$ cat src/sv/dpt_pkg.sv
// dpt_pkg: shared constants, codes and types for the demand paging translator
// used by every module under sv/ except dpt_ram; depends on nothing
`default_nettype none

package dpt_pkg;

	// address and page fields
	localparam int ADDR_W       = 16;
	localparam int PAGE_W       = ADDR_W;
	localparam int DIV_W        = ADDR_W + 1;
	localparam int STEP_W       = $clog2(ADDR_W);

	// page map and frames
	localparam int PAGE_ENTRIES = 64;
	localparam int PAGE_IDX_W   = $clog2(PAGE_ENTRIES);
	localparam int FRAME_COUNT  = 4;
	localparam int FRAME_W      = 2;

	// counters
	localparam int CNT_W        = 32;

	// queue between front and back
	localparam int QUEUE_DEPTH  = 2;

	// configuration port
	localparam int PDATA_W      = 32;
	localparam int PADDR_W      = 3;
	localparam int REG_IDX_LSB  = 2;
	localparam logic [PADDR_W-REG_IDX_LSB-1:0] REG_PG_BYTES = '0;
	localparam logic [PAGE_W-1:0] PG_BYTES_RST = 16'd256;

	typedef enum logic [1:0] {
		ST_HIT    = 2'd0,
		ST_LOADED = 2'd1,
		ST_FULL   = 2'd2,
		ST_RANGE  = 2'd3
	} status_t;

	typedef enum logic [1:0] {
		F_IDLE,
		F_DIV,
		F_PUSH
	} front_state_t;

	typedef enum logic {
		B_IDLE,
		B_RESOLVE
	} back_state_t;

	typedef struct packed {
		logic [PAGE_W-1:0] page;
		logic [PAGE_W-1:0] offset;
	} q_item_t;

	// handshake from a producer into a queue
	typedef struct packed {
		logic push;
	} q_wr_ctl_t;

endpackage

`default_nettype wire

$ cat src/sv/dpt_ram.sv
// dpt_ram: generic single write port, single read port ram with registered read
// self-contained, no package needed
`default_nettype none

module dpt_ram #(
	parameter int WIDTH = 8,
	parameter int DEPTH = 16
) (
	input  wire logic                     clk,
	input  wire logic                     we,
	input  wire logic [$clog2(DEPTH)-1:0] waddr,
	input  wire logic [WIDTH-1:0]         wdata,
	input  wire logic [$clog2(DEPTH)-1:0] raddr,
	output logic      [WIDTH-1:0]         rdata
);

	logic [WIDTH-1:0] mem_q [DEPTH];

	always_ff @(posedge clk) begin
		if (we) begin
			mem_q[waddr] <= wdata;
		end
		rdata <= mem_q[raddr];
	end

endmodule

`default_nettype wire

$ cat src/sv/dpt_front.sv
// dpt_front: accepts addresses and splits them into page and offset
// with a radix-2 restoring divider; uses dpt_pkg
`default_nettype none

module dpt_front (
	input  wire logic                       clk,
	input  wire logic                       arst_n,
	input  wire logic                       push,
	output logic                            full,
	input  wire logic [dpt_pkg::ADDR_W-1:0] address,
	input  wire logic [dpt_pkg::PAGE_W-1:0] pg_bytes,
	output dpt_pkg::q_item_t                item,
	output dpt_pkg::q_wr_ctl_t              item_ctl,
	input  wire logic                       item_full
);

	localparam logic [dpt_pkg::STEP_W-1:0] STEP_LAST = dpt_pkg::STEP_W'(dpt_pkg::ADDR_W - 1);

	dpt_pkg::front_state_t state_q, state_d;

	logic [dpt_pkg::ADDR_W-1:0] dq_q;
	logic [dpt_pkg::ADDR_W-1:0] rem_q;
	logic [dpt_pkg::DIV_W-1:0]  div_q;
	logic [dpt_pkg::STEP_W-1:0] step_q;

	logic                       accept;
	logic [dpt_pkg::DIV_W-1:0]  trial;
	logic [dpt_pkg::DIV_W-1:0]  diff;
	logic                       ge;

	// next state
	always_comb begin
		state_d = state_q;
		case (state_q)
			dpt_pkg::F_IDLE: begin
				if (push) begin
					state_d = dpt_pkg::F_DIV;
				end
			end
			dpt_pkg::F_DIV: begin
				if (step_q == STEP_LAST) begin
					state_d = dpt_pkg::F_PUSH;
				end
			end
			dpt_pkg::F_PUSH: begin
				if (!item_full) begin
					state_d = dpt_pkg::F_IDLE;
				end
			end
			default: state_d = dpt_pkg::F_IDLE;
		endcase
	end

	// outputs
	always_comb begin
		full          = 1'b1;
		accept        = 1'b0;
		item_ctl.push = 1'b0;
		case (state_q)
			dpt_pkg::F_IDLE: begin
				full   = 1'b0;
				accept = push;
			end
			dpt_pkg::F_PUSH: begin
				item_ctl.push = !item_full;
			end
			default: begin
				full = 1'b1;
			end
		endcase
	end

	always_ff @(posedge clk or negedge arst_n) begin
		if (!arst_n) begin
			state_q <= dpt_pkg::F_IDLE;
		end else begin
			state_q <= state_d;
		end
	end

	// one quotient bit per cycle
	assign trial = {rem_q, dq_q[dpt_pkg::ADDR_W-1]};
	assign ge    = (trial >= div_q);
	assign diff  = trial - div_q;

	always_ff @(posedge clk) begin
		if (accept) begin
			dq_q   <= address;
			rem_q  <= '0;
			div_q  <= (pg_bytes == '0) ? {1'b1, {dpt_pkg::PAGE_W{1'b0}}} : {1'b0, pg_bytes};
			step_q <= '0;
		end else if (state_q == dpt_pkg::F_DIV) begin
			dq_q   <= {dq_q[dpt_pkg::ADDR_W-2:0], ge};
			rem_q  <= ge ? diff[dpt_pkg::ADDR_W-1:0] : trial[dpt_pkg::ADDR_W-1:0];
			step_q <= step_q + 1'b1;
		end
	end

	assign item.page   = dq_q;
	assign item.offset = rem_q;

endmodule

`default_nettype wire

$ cat src/sv/dpt_queue.sv
// dpt_queue: short fifo of page/offset items between front and back
// uses dpt_pkg
`default_nettype none

module dpt_queue (
	input  wire logic             clk,
	input  wire logic             arst_n,
	input  dpt_pkg::q_wr_ctl_t    wr_ctl,
	input  dpt_pkg::q_item_t      item_in,
	output logic                  full,
	input  wire logic             pop,
	output dpt_pkg::q_item_t      item_out,
	output logic                  empty
);

	localparam int PTR_W = (dpt_pkg::QUEUE_DEPTH > 1) ? $clog2(dpt_pkg::QUEUE_DEPTH) : 1;
	localparam int CNT_W = $clog2(dpt_pkg::QUEUE_DEPTH + 1);
	localparam logic [PTR_W-1:0] PTR_LAST = PTR_W'(dpt_pkg::QUEUE_DEPTH - 1);
	localparam logic [CNT_W-1:0] CNT_FULL = CNT_W'(dpt_pkg::QUEUE_DEPTH);

	dpt_pkg::q_item_t  slot_q [dpt_pkg::QUEUE_DEPTH];
	logic [PTR_W-1:0]  wr_ptr_q;
	logic [PTR_W-1:0]  rd_ptr_q;
	logic [CNT_W-1:0]  count_q;
	logic              do_push;
	logic              do_pop;

	assign full     = (count_q == CNT_FULL);
	assign empty    = (count_q == '0);
	assign do_push  = wr_ctl.push && !full;
	assign do_pop   = pop && !empty;
	assign item_out = slot_q[rd_ptr_q];

	always_ff @(posedge clk) begin
		if (do_push) begin
			slot_q[wr_ptr_q] <= item_in;
		end
	end

	always_ff @(posedge clk or negedge arst_n) begin
		if (!arst_n) begin
			wr_ptr_q <= '0;
			rd_ptr_q <= '0;
			count_q  <= '0;
		end else begin
			if (do_push) begin
				wr_ptr_q <= (wr_ptr_q == PTR_LAST) ? '0 : wr_ptr_q + 1'b1;
			end
			if (do_pop) begin
				rd_ptr_q <= (rd_ptr_q == PTR_LAST) ? '0 : rd_ptr_q + 1'b1;
			end
			if (do_push && !do_pop) begin
				count_q <= count_q + 1'b1;
			end else if (do_pop && !do_push) begin
				count_q <= count_q - 1'b1;
			end
		end
	end

endmodule

`default_nettype wire

$ cat src/sv/dpt_back.sv
// dpt_back: page map lookup, free frame claim, counters and result register
// uses dpt_pkg and dpt_ram
`default_nettype none

module dpt_back (
	input  wire logic                      clk,
	input  wire logic                      arst_n,
	input  wire logic                      q_empty,
	input  dpt_pkg::q_item_t               q_item,
	output logic                           q_pop,
	output logic                           empty,
	input  wire logic                      pop,
	output logic [dpt_pkg::PAGE_W-1:0]     page_number,
	output logic [dpt_pkg::PAGE_W-1:0]     page_offset,
	output logic [dpt_pkg::FRAME_W-1:0]    frame_number,
	output logic [1:0]                     status,
	output logic [dpt_pkg::CNT_W-1:0]      hit_count,
	output logic [dpt_pkg::CNT_W-1:0]      fault_count
);

	dpt_pkg::back_state_t state_q, state_d;

	dpt_pkg::q_item_t                  cur_q;
	logic [dpt_pkg::PAGE_ENTRIES-1:0]  map_valid_q;
	logic [dpt_pkg::FRAME_COUNT-1:0]   owner_valid_q;
	logic [dpt_pkg::CNT_W-1:0]         hits_q;
	logic [dpt_pkg::CNT_W-1:0]         faults_q;
	logic                              res_valid_q;
	logic [dpt_pkg::PAGE_W-1:0]        res_page_q;
	logic [dpt_pkg::PAGE_W-1:0]        res_offset_q;
	logic [dpt_pkg::FRAME_W-1:0]       res_frame_q;
	dpt_pkg::status_t                  res_status_q;

	logic                              start;
	logic                              resolve;
	logic [dpt_pkg::PAGE_IDX_W-1:0]    idx;
	logic                              in_range;
	logic                              hit;
	logic [dpt_pkg::FRAME_W-1:0]       map_frame;
	logic                              free_found;
	logic [dpt_pkg::FRAME_W-1:0]       free_idx;
	logic                              load;
	dpt_pkg::status_t                  status_d;
	logic [dpt_pkg::FRAME_W-1:0]       frame_d;

	// next state
	always_comb begin
		state_d = state_q;
		case (state_q)
			dpt_pkg::B_IDLE: begin
				if (!q_empty && (!res_valid_q || pop)) begin
					state_d = dpt_pkg::B_RESOLVE;
				end
			end
			dpt_pkg::B_RESOLVE: state_d = dpt_pkg::B_IDLE;
			default:            state_d = dpt_pkg::B_IDLE;
		endcase
	end

	// outputs
	always_comb begin
		start   = 1'b0;
		resolve = 1'b0;
		case (state_q)
			dpt_pkg::B_IDLE:    start   = !q_empty && (!res_valid_q || pop);
			dpt_pkg::B_RESOLVE: resolve = 1'b1;
			default:            start   = 1'b0;
		endcase
	end

	assign q_pop = start;

	always_ff @(posedge clk or negedge arst_n) begin
		if (!arst_n) begin
			state_q <= dpt_pkg::B_IDLE;
		end else begin
			state_q <= state_d;
		end
	end

	always_ff @(posedge clk) begin
		if (start) begin
			cur_q <= q_item;
		end
	end

	dpt_ram #(
		.WIDTH(dpt_pkg::FRAME_W),
		.DEPTH(dpt_pkg::PAGE_ENTRIES)
	) u_map (
		.clk  (clk),
		.we   (load),
		.waddr(idx),
		.wdata(free_idx),
		.raddr(q_item.page[dpt_pkg::PAGE_IDX_W-1:0]),
		.rdata(map_frame)
	);

	assign idx      = cur_q.page[dpt_pkg::PAGE_IDX_W-1:0];
	assign in_range = ~|cur_q.page[dpt_pkg::PAGE_W-1:dpt_pkg::PAGE_IDX_W];
	assign hit      = map_valid_q[idx];

	// lowest empty frame
	always_comb begin
		free_found = 1'b0;
		free_idx   = '0;
		for (int f = dpt_pkg::FRAME_COUNT - 1; f >= 0; f--) begin
			if (!owner_valid_q[f]) begin
				free_found = 1'b1;
				free_idx   = dpt_pkg::FRAME_W'(f);
			end
		end
	end

	always_comb begin
		load     = 1'b0;
		frame_d  = '0;
		status_d = dpt_pkg::ST_RANGE;
		if (in_range) begin
			if (hit) begin
				status_d = dpt_pkg::ST_HIT;
				frame_d  = map_frame;
			end else if (free_found) begin
				status_d = dpt_pkg::ST_LOADED;
				frame_d  = free_idx;
				load     = resolve;
			end else begin
				status_d = dpt_pkg::ST_FULL;
			end
		end
	end

	always_ff @(posedge clk or negedge arst_n) begin
		if (!arst_n) begin
			map_valid_q   <= '0;
			owner_valid_q <= '0;
			hits_q        <= '0;
			faults_q      <= '0;
			res_valid_q   <= 1'b0;
		end else begin
			if (load) begin
				map_valid_q[idx]        <= 1'b1;
				owner_valid_q[free_idx] <= 1'b1;
			end
			if (resolve && in_range) begin
				if (hit) begin
					if (~&hits_q) begin
						hits_q <= hits_q + 1'b1;
					end
				end else if (~&faults_q) begin
					faults_q <= faults_q + 1'b1;
				end
			end
			if (resolve) begin
				res_valid_q <= 1'b1;
			end else if (pop) begin
				res_valid_q <= 1'b0;
			end
		end
	end

	always_ff @(posedge clk) begin
		if (resolve) begin
			res_page_q   <= cur_q.page;
			res_offset_q <= cur_q.offset;
			res_frame_q  <= frame_d;
			res_status_q <= status_d;
		end
	end

	// counters only move when a new result is loaded, so they are shown directly
	assign empty        = !res_valid_q;
	assign page_number  = res_page_q;
	assign page_offset  = res_offset_q;
	assign frame_number = res_frame_q;
	assign status       = res_status_q;
	assign hit_count    = hits_q;
	assign fault_count  = faults_q;

endmodule

`default_nettype wire

$ cat src/sv/demand_paging_translate.sv
// demand_paging_translate: top level of the demand paging translator
// uses dpt_pkg, dpt_front, dpt_queue, dpt_back (dpt_ram below dpt_back)
//
// channel  | direction | transfer when          | payload
// ---------+-----------+------------------------+---------------------------------------
// input    | in        | push && !full          | address
// result   | out       | pop && !empty          | page_number, page_offset, frame_number,
//          |           |                        | status, hit_count, fault_count
// config   | in (apb)  | psel&penable&pwrite    | page size register at byte address 0
//
// an address passes these steps from transfer to result: the transfer edge loads the
// divider, the radix-2 restoring divider runs (one quotient bit a cycle), the item
// enters the queue, then the back part does a page map read and a resolve step.
// the front takes no new address until the last one has entered the queue.
// reset is asynchronous, active low; page map valid bits, frame ownership and
// counters clear at once, no clearing pass.
// a result that is not taken holds the back part; the queue keeps the front
// running until it fills, after which full stays high.
`default_nettype none

module demand_paging_translate (
	input  wire logic                                clk,
	input  wire logic                                arst_n,
	// input queue side
	input  wire logic                                push,
	output logic                                     full,
	input  wire logic [dpt_pkg::ADDR_W-1:0]          address,
	// result queue side
	output logic                                     empty,
	input  wire logic                                pop,
	output logic [dpt_pkg::PAGE_W-1:0]               page_number,
	output logic [dpt_pkg::PAGE_W-1:0]               page_offset,
	output logic [dpt_pkg::FRAME_W-1:0]              frame_number,
	output logic [1:0]                               status,
	output logic [dpt_pkg::CNT_W-1:0]                hit_count,
	output logic [dpt_pkg::CNT_W-1:0]                fault_count,
	// configuration port
	input  wire logic                                psel,
	input  wire logic                                penable,
	input  wire logic                                pwrite,
	input  wire logic [dpt_pkg::PADDR_W-1:0]         paddr,
	input  wire logic [dpt_pkg::PDATA_W-1:0]         pwdata,
	output logic [dpt_pkg::PDATA_W-1:0]              prdata,
	output logic                                     pready
);

	logic [dpt_pkg::PAGE_W-1:0] pg_bytes_q;
	logic                       reg_hit;
	logic                       cfg_wr;

	dpt_pkg::q_item_t           front_item;
	dpt_pkg::q_item_t           back_item;
	dpt_pkg::q_wr_ctl_t         front_ctl;
	logic                       q_full;
	logic                       q_empty;
	logic                       q_pop;

	// register file: one register, page size, byte lanes ignored
	assign pready  = 1'b1;
	assign reg_hit = (paddr[dpt_pkg::PADDR_W-1:dpt_pkg::REG_IDX_LSB]
		== dpt_pkg::REG_PG_BYTES);
	assign cfg_wr  = psel && penable && pwrite && pready && reg_hit;
	assign prdata  = reg_hit ? dpt_pkg::PDATA_W'(pg_bytes_q) : '0;

	always_ff @(posedge clk or negedge arst_n) begin
		if (!arst_n) begin
			pg_bytes_q <= dpt_pkg::PG_BYTES_RST;
		end else if (cfg_wr) begin
			pg_bytes_q <= pwdata[dpt_pkg::PAGE_W-1:0];
		end
	end

	// front: accept and divide
	dpt_front u_front (
		.clk      (clk),
		.arst_n   (arst_n),
		.push     (push),
		.full     (full),
		.address  (address),
		.pg_bytes (pg_bytes_q),
		.item     (front_item),
		.item_ctl (front_ctl),
		.item_full(q_full)
	);

	// decoupling queue
	dpt_queue u_queue (
		.clk     (clk),
		.arst_n  (arst_n),
		.wr_ctl  (front_ctl),
		.item_in (front_item),
		.full    (q_full),
		.pop     (q_pop),
		.item_out(back_item),
		.empty   (q_empty)
	);

	// back: lookup, allocate, count, hold result
	dpt_back u_back (
		.clk         (clk),
		.arst_n      (arst_n),
		.q_empty     (q_empty),
		.q_item      (back_item),
		.q_pop       (q_pop),
		.empty       (empty),
		.pop         (pop),
		.page_number (page_number),
		.page_offset (page_offset),
		.frame_number(frame_number),
		.status      (status),
		.hit_count   (hit_count),
		.fault_count (fault_count)
	);

endmodule

`default_nettype wire

$ cat config.mk
export PLATFORM = sky130hd
export DESIGN_NAME = demand_paging_translate
export DESIGN_NICKNAME = d
export VERILOG_FILES = /design/src/sv/dpt_pkg.sv /design/src/sv/dpt_ram.sv /design/src/sv/dpt_front.sv /design/src/sv/dpt_queue.sv /design/src/sv/dpt_back.sv /design/src/sv/demand_paging_translate.sv
export SDC_FILE = /design/constraint.sdc
export NUM_CORES = 1
export LEC_CHECK = 0
export ABC_AREA = 1
export BUFFER_PORTS_ARGS = -buffer_cell sky130_fd_sc_hd__buf_4
export CELL_PAD_IN_SITES_DETAIL_PLACEMENT = 2
export CELL_PAD_IN_SITES_GLOBAL_PLACEMENT = 2
export CORE_MARGIN = 4
export CORE_UTILIZATION = 34
export DETAILED_ROUTE_END_ITERATION = 12
export GPL_ROUTABILITY_DRIVEN = 0
export MAX_ROUTING_LAYER = met4
export PLACE_DENSITY_LB_ADDON = 0.1
export SLEW_MARGIN = 20
export SYNTH_ARGS = -nofsm -noshare
export SYNTH_HDL_FRONTEND = slang
export SYNTH_HIERARCHICAL = 1
export SYNTH_SLANG_ARGS = --single-unit
$ cat constraint.sdc
create_clock -name clk -period 3.5 [get_ports clk]
set_input_delay 0.525 -clock clk [delete_from_list [all_inputs] [get_ports clk]]
set_output_delay 0.525 -clock clk [all_outputs]
set_load 0.01 [all_outputs]
; After elaboration in Yosys (flattened, before gate mapping)
; Memory sizes are Yosys's and may differ from the RTL's. A register that Yosys moved wholly into a read port is not among the register bits.
; Cells that the tools add are included.
[word_totals]
memories = 2
output_inout_bits = 135
mem_bits_rw = 192
reg_bits = 277
in_bits = 58
wordCells = 128
[op_classes]
n_addsub = 8
n_lt_le_gt_ge = 5
n_reduce_logical = 30
n_eq_ne = 7
mux = 47
n_bitwise = 7
[mem_list]
columns = memory, depth, width, read_ports, rd_ports_with_merged_regs, write_ports, line
row1 = u_back.u_map.mem_q, 64, 2, 1, 1, 1, dpt_ram.sv:17  ; logic [WIDTH-1:0] mem_q [DEPTH];
row2 = u_queue.slot_q, 2, 32, 1, 0, 1, dpt_queue.sv:21  ; dpt_pkg::q_item_t slot_q [dpt_pkg::QUEUE_DEPTH];
[ops]
columns = op, n
row1 = adder 32 x 1 -> 32 bit (second input constant), 2
row2 = two-way mux 16 bit, 4
row3 = OR 64 bit, 1
row4 = AND reduction 32 bit, 2
row5 = two-way mux 2 bit, 13
row6 = two-way mux 1 bit, 24
row7 = greater-or-equal comparator 17 bit, 1
row8 = two-way mux 17 bit, 1
row9 = zero test 16 bit, 1
row10 = subtractor 16 bit, 1
row11 = logical AND 1 bit, 11
row12 = OR reduction 10 bit, 1
row13 = AND reduction 3 bit, 3
row14 = < comparator 6 x 7 -> 1 bit (second input constant), 1
row15 = binary-select mux 1 bit (select 6 bit), 1
row16 = demux 1 bit (select 6 bit), 1
row17 = greater-or-equal comparator 6 x 1 -> 1 bit (second input constant), 1
row18 = zero test 1 bit, 6
row19 = one-hot mux 2 bit (3 select lines), 1
row20 = nonzero test 2 bit, 3
row21 = inverter 1 bit, 5
row22 = adder 4 x 1 -> 4 bit (second input constant), 1
row23 = == test 2 bit (second input constant), 2
row24 = == test 4 bit (second input constant), 1
row25 = 13 further kinds, 16

; Depth between registers and ports, before layout
; Gate-level depths: netlist of run 1.
[depth]
word_depth = 9
mapped_depth = 20
ltp_nobuf = 16

; By module
; The synthesis of run 1 kept the hierarchy.
[modules_own_cells]
columns = module, area_each_um2, instances, cells_each, seq_area_each_um2
row1 = dpt_back, 10143.5, 1, 1233, 5395.2
row2 = dpt_ram, 5614.1, 1, 520, 3883.7
row3 = dpt_front, 3572.2, 1, 467, 1441.4
row4 = dpt_queue, 2558.7, 1, 199, 2021.9
row5 = demand_paging_translate, 939.7, 1, 125, 401.6

; Worst setup path after synthesis of run 1
; Ideal clock, no wire load.
[synth_timing]
kind = register to register
start = register u_back.state_q
end = register u_queue.count_q[1]
setup_slack_ps = -135
stages_incl_launch_ff = 10
required_time_ps = 3383
t_arrival_ps = 3518
synth_period_minus_slack_ps = 3635
setup_ps = 117
n_path_buf = 0
cell_sequence = dfrtp_1 > inv_1 > o21ai_0 > nor2_1 > o21ai_0 > ha_1 > inv_1 > nand3_1 > nand2_1 > nand2_1
[synth_between]
elab_chain_cells = 5
elab_cells_between_ends = 7
classes_between = 2 x mux / 5 x reduce/logical
[synth_lines]
columns = element, line
row1 = "start, declared", dpt_back.sv:21  ; dpt_pkg::back_state_t state_q, state_d;
row2 = "start signal, assigned", dpt_back.sv:75  ; state_q <= dpt_pkg::B_IDLE;
row3 = "start signal, assigned", dpt_back.sv:77  ; state_q <= state_d;
row4 = two-way mux 1 bit *, dpt_back.sv:64  ; case (state_q)
row5 = net q_pop, demand_paging_translate.sv:56  ; logic q_pop;
row6 = logical AND 1 bit *, dpt_queue.sv:31  ; assign do_pop = pop && !empty;
row7 = zero test 1 bit, dpt_queue.sv:52  ; if (do_push && !do_pop) begin
row8 = logical AND 1 bit, dpt_queue.sv:52
row9 = two-way mux 2 bit / nonzero test 2 bit (equally long branches), n/a
row10 = "end signal, assigned", dpt_queue.sv:53  ; count_q <= count_q + 1'b1;
row11 = "end signal, assigned", dpt_queue.sv:55  ; count_q <= count_q - 1'b1;
row12 = "end, declared", dpt_queue.sv:24  ; logic [CNT_W-1:0] count_q;
; Mark *: on every way through the listed nets, which the timed path passes. The rest lies on a longest branch.
; A chain may end at the register's enable or synchronous reset.

; Worst setup path after layout of run 1
[layout_timing]
start = register u_back/cur_q[16] in the netlist's numbering
end = memory u_back/u_map/mem_q[49][0] in the netlist's numbering (enable)
[layout_between]
elab_chain_cells = 6
[layout_lines]
columns = element, line
row1 = "start, declared", dpt_back.sv:23  ; dpt_pkg::q_item_t cur_q;
row2 = "start signal, assigned", dpt_back.sv:83  ; cur_q <= q_item;
row3 = binary-select mux 1 bit (select 6 bit), dpt_back.sv:101  ; assign hit = map_valid_q[idx];
row4 = two-way mux 1 bit (not written as such), dpt_back.sv:101
row5 = two-way mux 1 bit, dpt_back.sv:120  ; if (hit) begin
row6 = two-way mux 1 bit, dpt_back.sv:119  ; if (in_range) begin
row7 = net u_back.load, dpt_back.sv:42  ; logic load;
row8 = two-way mux 1 bit, dpt_ram.sv:20  ; if (we) begin
row9 = two-way mux 1 bit (not written as such), dpt_ram.sv:21  ; mem_q[waddr] <= wdata;
row10 = "end, declared", dpt_ram.sv:17
; The timed path passes the listed nets, and every way through them passes these cells. The select of a mux whose other input is x is not followed.

==> results of run 1 <==
==> worst min-delay path, cell delays in order <==
cell	delay (ps)
buf_4	110
nand3_1	70
nand2_1	50
==> flip-flops by register name, summed over array words and instances (netlist names), 4 cells and up <==
name / flops
u_back/map_valid_q: 64
u_back/u_map/mem_q: 128
u_back/cur_q: 32
u_back/page_offset: 16
u_back/hit_count: 32
u_front/step_q: 4
u_queue/slot_q: 64
u_back/owner_valid_q: 4
u_back/page_number: 16
u_front/rem_q: 16
u_back/fault_count: 32
u_front/dq_q: 16
u_front/div_q: 17
pg_bytes_q: 16
==> synthesized netlist by cell type (3+ instances only) <==
library cell,n
nand2_1,883
nand3_1,296
edfxtp_1,293
nor2_1,228
inv_1,215
dfrtp_1,155
nand4_1,63
buf_2,43
xor2_1,40
nor3_1,34
buf_4,29
clkbuf_1,29
xnor2_1,24
dfxtp_1,22
buf_6,21
ha_1,21
nor4_1,18
o21ai_0,16
nand3_2,14
a21oi_1,12
inv_2,12
nand2_2,9
nand3b_1,9
buf_1,7
nor2_2,7
nor2_4,6
o21ai_1,6
o211ai_1,5
nand2_4,3
nand3b_2,3
==> layout by cell type (no fill, tap or decap), types with 5 or more instances in the layout <==
cell type / instances
nand2_1: 882
nand3_1: 296
edfxtp_1: 293
nor2_1: 224
inv_1: 215
buf_4: 200
dfrtp_1: 154
nand4_1: 63
clkbuf_16: 55
xor2_1: 40
nor3_1: 34
xnor2_1: 24
dfxtp_1: 22
ha_1: 21
clkbuf_1: 18
conb_1: 17
o21ai_0: 16
nand3_2: 14
inv_2: 12
nor4_1: 11
a21oi_1: 11
nor2_4: 10
nand2_2: 10
nand3b_1: 9
clkinv_1: 8
clkinv_2: 7
nor2_2: 7
nor4_2: 7
o21ai_1: 6
bufinv_16: 5
o211ai_1: 5
==> area by class of cell <==
cell class	count	share of cell area [%]
sequential	471	49.30
multi-input combinational	1730	30.55
timing repair buffer	206	6.011
clock buffer	77	5.621
tap	864	4.054
inverter	228	3.219
clock inverter	26	1.243
antenna	1	0.009384
==> per-layer routing <==
metal / GRT usage, % / wire length, um / share of wire, %
met1: 25.57 / 31960 / 43
met2: 37.17 / 37860 / 51
met5: - / 0 / 0
met3: 2.830 / 2377 / 3.2
met4: 4.712 / 1419 / 1.9
==> cell families after synthesis <==
family | synth area share (%)
adder cells (fa/ha/maj) | 1.239
buffers and inverters | 7.372
AO/OA/AOI/OAI | 1.162
other | 0.03290
flip-flops | 57.58
XOR/XNOR | 2.455
AND/OR/NAND/NOR | 30.16
==> timing repair <==
action                                  4_1_cts  5_1_grt
resized for setup                             0        7
hold buffers                                  1        0
setup buffers                                 0        1
endpoints found under the setup margin        0       16
hold endpoints to repair                     50        0
==> path summary, 6_finish.rpt <==
path                                        endpoint  slack [ps]  cells after the start
min in group asynchronous     u_back/map_valid_q[28]         430                      2
hold / removal                         pg_bytes_q[8]         120                      3
setup reg to reg           u_back/u_map/mem_q[49][0]         270                     14
hold reg to reg                u_back/page_offset[5]         430                      0
max in group asynchronous      u_back/fault_count[5]        2260                      3
setup / recovery           u_back/u_map/mem_q[49][0]         270                     14
==> power by group through the flow <==
stage	clock network [mW]	registers, mW	logic [mW]
2_1_floorplan	0	7.77	4.43
3_3_place_gp	0	7.83	6.42
3_5_place_dp	0	7.96	6.76
4_1_cts	6.00	7.85	6.81
5_1_grt	6.25	7.94	7.48
6_report	5.83	7.82	6.71
==> stage by stage <==
step,cell area (um2),cells,setup WS [ps]
floorplan,22890,2559,298.6
global placement,24770,3497,313.1
CTS,26610,3601,92.19
finish,26670,3603,271.8
detailed placement,24770,3497,121.3
global route,26670,3603,49.00
==> flow_summary.ini, run 1 <==
[power]
power_density_nw_per_um2 = 763.5
share_comb_of_total_power_pct = 33.0
switching_power_mw = 7.913
p_seq_share_pct = 38.4
finalPower_mw = 20.36
p_clk_share_pct = 28.6
p_leak_nw = 11.87
ir_drop_uv = 361.8
swShare_pct = 38.87
intPower_mw = 12.45

[detailed_routing]
drtIter0Drc = 804
ant_nets = 0
vias_per_cell = 5.005
vias = 18030
first_pass_iters = 5
wl_per_cell_um = 20.43
routed_wirelength_um = 73620
drc = 0

[global_routing]
antenna_found_initial = 1
globalRouteOverflowTotal = 0
grt_usage_pct = 20.96
grt_pass1_wl_um = 114000
grt_pass1_vias = 19810
grt_max_degree = 66

[floorplan]
start_util_pct = 34.54
io_pins = 193
core-area_um2 = 66100
row_count = 94
die_h_um = 267.1
die_x_um = 267.1
fp.dieArea_um2 = 71350

[synthesis]
synth-edff-count = 293
post-synth-top-area-cell = edfxtp_1
ys_types = 47
yosysTopAreaCellShare_pct = 38.54
ys_ff_latch = 471
syn_avg_cell_area_um2 = 8.973
synthFlopType = edfxtp_1
synthCells = 2544
async_reset_ff_share_pct = 33.12
synthTopCellsByArea = edfxtp_1, dfrtp_1, nand2_1
netlist_area_um2 = 22830
synth-seq-area-share_pct = 57.58
yosys_warnings = 6

[critical_path]
cpMaxStageDelayCell = edfxtp_1
cpMostUsedCell = nand2_1
cp.required_ps = 3780
crit_fanout = 26
critical_path_class = flop to flop
timing.critical_path.from = u_back/cur_q[16]
path_delay_family = simple AND/OR/NAND/NOR gates
cp-start-kind = flop
crit_chain = buf_4, nand2_1, nand3_1, nand2_1, o21ai_1, nand2_1, nor2_4, nand2_4, nor2_4, nand2_1, inv_1, nand4_1, buf_4, nor4_1
cp_data_arrival_time_ps = 3510
worst-path-buf-inv = 3
regToRegStartpoint = u_back/cur_q[16]
worstSetupEndpointType = flop
slowest_delay_ps = 490

[sta]
fin_tns_setup_ps = 0
hold_viol = 0
hold_ws_ps = 123.6
setup_viol = 0
finalCritPeriodShare_pct = 92.24
slew_violations = 0
skew_ps = 53.19
rsz0062_at_grt = no
worst_pin_slew_ps = 1020
fmax_mhz = 309.8
relSlewSlack_pct = 31.81
fin_crit_ps = 3228

[clock_tree]
clock_latency_ps = 640
cts_sinks = 471
cts_tree = done
numCtsBuffers = 55
root_buffer = clkbuf_16
clock_path_buffers = 3
path_clk_slew_ps = 60
cts_htree_levels = 2

[placed_design]
hpwl_um = 51200
io_buffers = 157

[hold_path]
worst_hold_path_type = input pin to flop
min_from = pwdata[8]

[finish]
utilization_pct = 40.34
seq_area_um2 = 13150
fin_nets = 2772
drive_gt1_share_pct = 13.11
num-fill-cells = 7242
area_delta_synth_final_pct = 16.81
multi_input_area_um2 = 8145

[run]
drv_cap = 0

[status]
status = complete, no violations
Note: power is estimated with default switching activity, not from simulation.
==> run 2: changes to the inputs <==
--- a/config.mk
+++ b/config.mk
@@ -6,12 +6,12 @@
 export NUM_CORES = 1
 export LEC_CHECK = 0
 export ABC_AREA = 1
-export BUFFER_PORTS_ARGS = -buffer_cell sky130_fd_sc_hd__buf_4
 export CELL_PAD_IN_SITES_DETAIL_PLACEMENT = 2
 export CELL_PAD_IN_SITES_GLOBAL_PLACEMENT = 2
 export CORE_MARGIN = 4
-export CORE_UTILIZATION = 34
+export CORE_UTILIZATION = 36
 export DETAILED_ROUTE_END_ITERATION = 12
+export DONT_BUFFER_PORTS = 1
 export GPL_ROUTABILITY_DRIVEN = 0
 export MAX_ROUTING_LAYER = met4
 export PLACE_DENSITY_LB_ADDON = 0.1
==> run 2 against run 1 <==
  * The flow now finishes with violations (negative hold slack)
  * Worst hold slack lost 460 ps
  * Register-to-register slack improved by 60 ps
  * Core utilization decreased by 0.20 points
  * Global-route usage is 0.68 points higher
  * Critical path depth unchanged
==> flow_summary.ini, run 2 (same netlist as run 1, synthesis figures left out) <==
[critical_path]
cpMaxStageDelayCell = edfxtp_1
slowest_delay_ps = 530
cp.required_ps = 3760
cp_data_arrival_time_ps = 3430
crit_fanout = 27
critical_path_class = flop to flop
worstSetupEndpointType = flop
crit_chain = inv_4, nand2_1, nand3_1, nand2_1, o21ai_1, nand2_1, nor2_4, nand2_4, nor2_4, nand2_1, inv_1, nand4_1, buf_4, nor4_1
cp-start-kind = flop
timing.critical_path.from = u_back/cur_q[16]
cpMostUsedCell = nand2_1
regToRegStartpoint = u_back/cur_q[16]

[power]
power_density_nw_per_um2 = 774.1
intPower_mw = 12.00
finalPower_mw = 19.56
swShare_pct = 38.67
ir_drop_uv = 331.8
p_leak_nw = 10.97
p_seq_share_pct = 41.0
switching_power_mw = 7.566
share_comb_of_total_power_pct = 30.8
p_clk_share_pct = 28.2

[floorplan]
io_pins = 193
start_util_pct = 36.26
core-area_um2 = 62970
row_count = 92
die_x_um = 259.8
fp.dieArea_um2 = 67500
die_h_um = 259.8

[detailed_routing]
wl_per_cell_um = 20.76
routed_wirelength_um = 71010
first_pass_iters = 4
ant_nets = 0
vias = 17410
drc = 0
drtIter0Drc = 868
vias_per_cell = 5.090

[sta]
fmax_mhz = 315.6
slew_violations = 0
finalCritPeriodShare_pct = 90.53
skew_ps = 13.46
hold_ws_ps = -336.1
hold_viol = 155
relSlewSlack_pct = 29.68
worst_pin_slew_ps = 1052
fin_crit_ps = 3169
timing.final.ws_setup_ps = 331.3
rsz0062_at_grt = no
setup_viol = 0
fin_tns_setup_ps = 0

[finish]
multi_input_area_um2 = 8148
fin_nets = 2611
num-fill-cells = 6942
largest_reg_flops = 128
area_delta_synth_final_pct = 10.72
layout_commonest_cell = nand2_1
final_cell_area_um2 = 25270
top_regs = u_back/u_map/mem_q (128), u_back/map_valid_q (64), u_queue/slot_q (64)
final_cell_mix = nand2_1, nand3_1, edfxtp_1
utilization_pct = 40.14
top_register = u_back/u_map/mem_q
drive_gt1_share_pct = 7.653
seq_area_um2 = 13150
layout.cells.non_filler = 3421

[hold_path]
worst_hold_path_type = input pin to asynchronous set/reset pin

[clock_tree]
cts_tree = done
cts_htree_levels = 2
numCtsBuffers = 55
cts_hold_buf = 1
clock_latency_ps = 600
cts_sinks = 471
root_buffer = clkbuf_16
clock_path_buffers = 3
path_clk_slew_ps = 60

[global_routing]
antenna_found_initial = 3
grt_max_degree = 157
grt_usage_pct = 21.64
grt_pass1_wl_um = 112000
grt_pass1_vias = 19350
globalRouteOverflowTotal = 0

[placed_design]
dpl-instance-area_um2 = 23500
pre_cts_ws_ps = 126.0
io_buffers = 0
hpwl_um = 49040
dp.cells = 3318

[status]
violations = negative hold slack
status = finished, violations left

[run]
drv_cap = 0
-- run 2: cell count changes in the layout (fill, tap and decap cells not counted), sizes merged --
cell      before  now
inv          230  229
clkinvlp       0    4
bufinv         5    2
clkinv        19   15
buf          205   44
clkbuf        77   78
-- run 2: per-layer routing --
layer	vias to the layer above	wire length [um]	GRT usage, %
met5	-	0	-
met4	0	1610	5.337
met3	87	2527	3.389
met2	238	36880	38.85
met1	8859	30000	25.47
li1	8228	-	-
-- run 2: power groups by stage --
stage,Combinational [mW],Sequential (mW),Clock [mW]
finish,6.03,8.02,5.52
global placement,5.78,8.04,0
floorplan,4.43,7.77,0
CTS,6.15,8.06,5.69
detailed placement,6.10,8.16,0
global route,6.83,8.14,5.93
-- run 2: worst paths after layout --
| path | endpoint | slack (ps) | depth (start not counted) |
|---|---|---|---|
| setup reg to reg | u_back/u_map/mem_q[55][1] | 330 | 14 |
| hold reg to reg | u_back/page_offset[13] | 420 | 0 |
| hold / removal | u_back/map_valid_q[4] | -340 | 0 |
| max in group asynchronous | pg_bytes_q[8] | 3380 | 0 |
| min in group clk | pg_bytes_q[12] | 70 | 2 |
| setup / recovery | u_back/u_map/mem_q[55][1] | 330 | 14 |
-- run 2: timing repair --
action / CTS / global route
endpoints found under the setup margin: 0 / 16
endpoints found under the hold margin: 157 / 155
gates resized for setup: 0 / 7
setup buffers: 0 / 1
-- run 2: final cells by class --
cell class	instances	share of cell area, %
tap	846	4.188
timing repair buffer	45	1.396
inverter	228	3.396
antenna	1	0.009901
multi-input combinational	1730	32.24
sequential	471	52.01
clock buffer	78	6.114
clock inverter	22	0.6485
-- run 2: critical path: cells and delay by family, from the launching register on --
kind                   cells  cell delay, ps
buffers and inverters      3             810
flip-flops                 1             530
AO/OA/AOI/OAI              1             140
AND/OR/NAND/NOR           10            1300
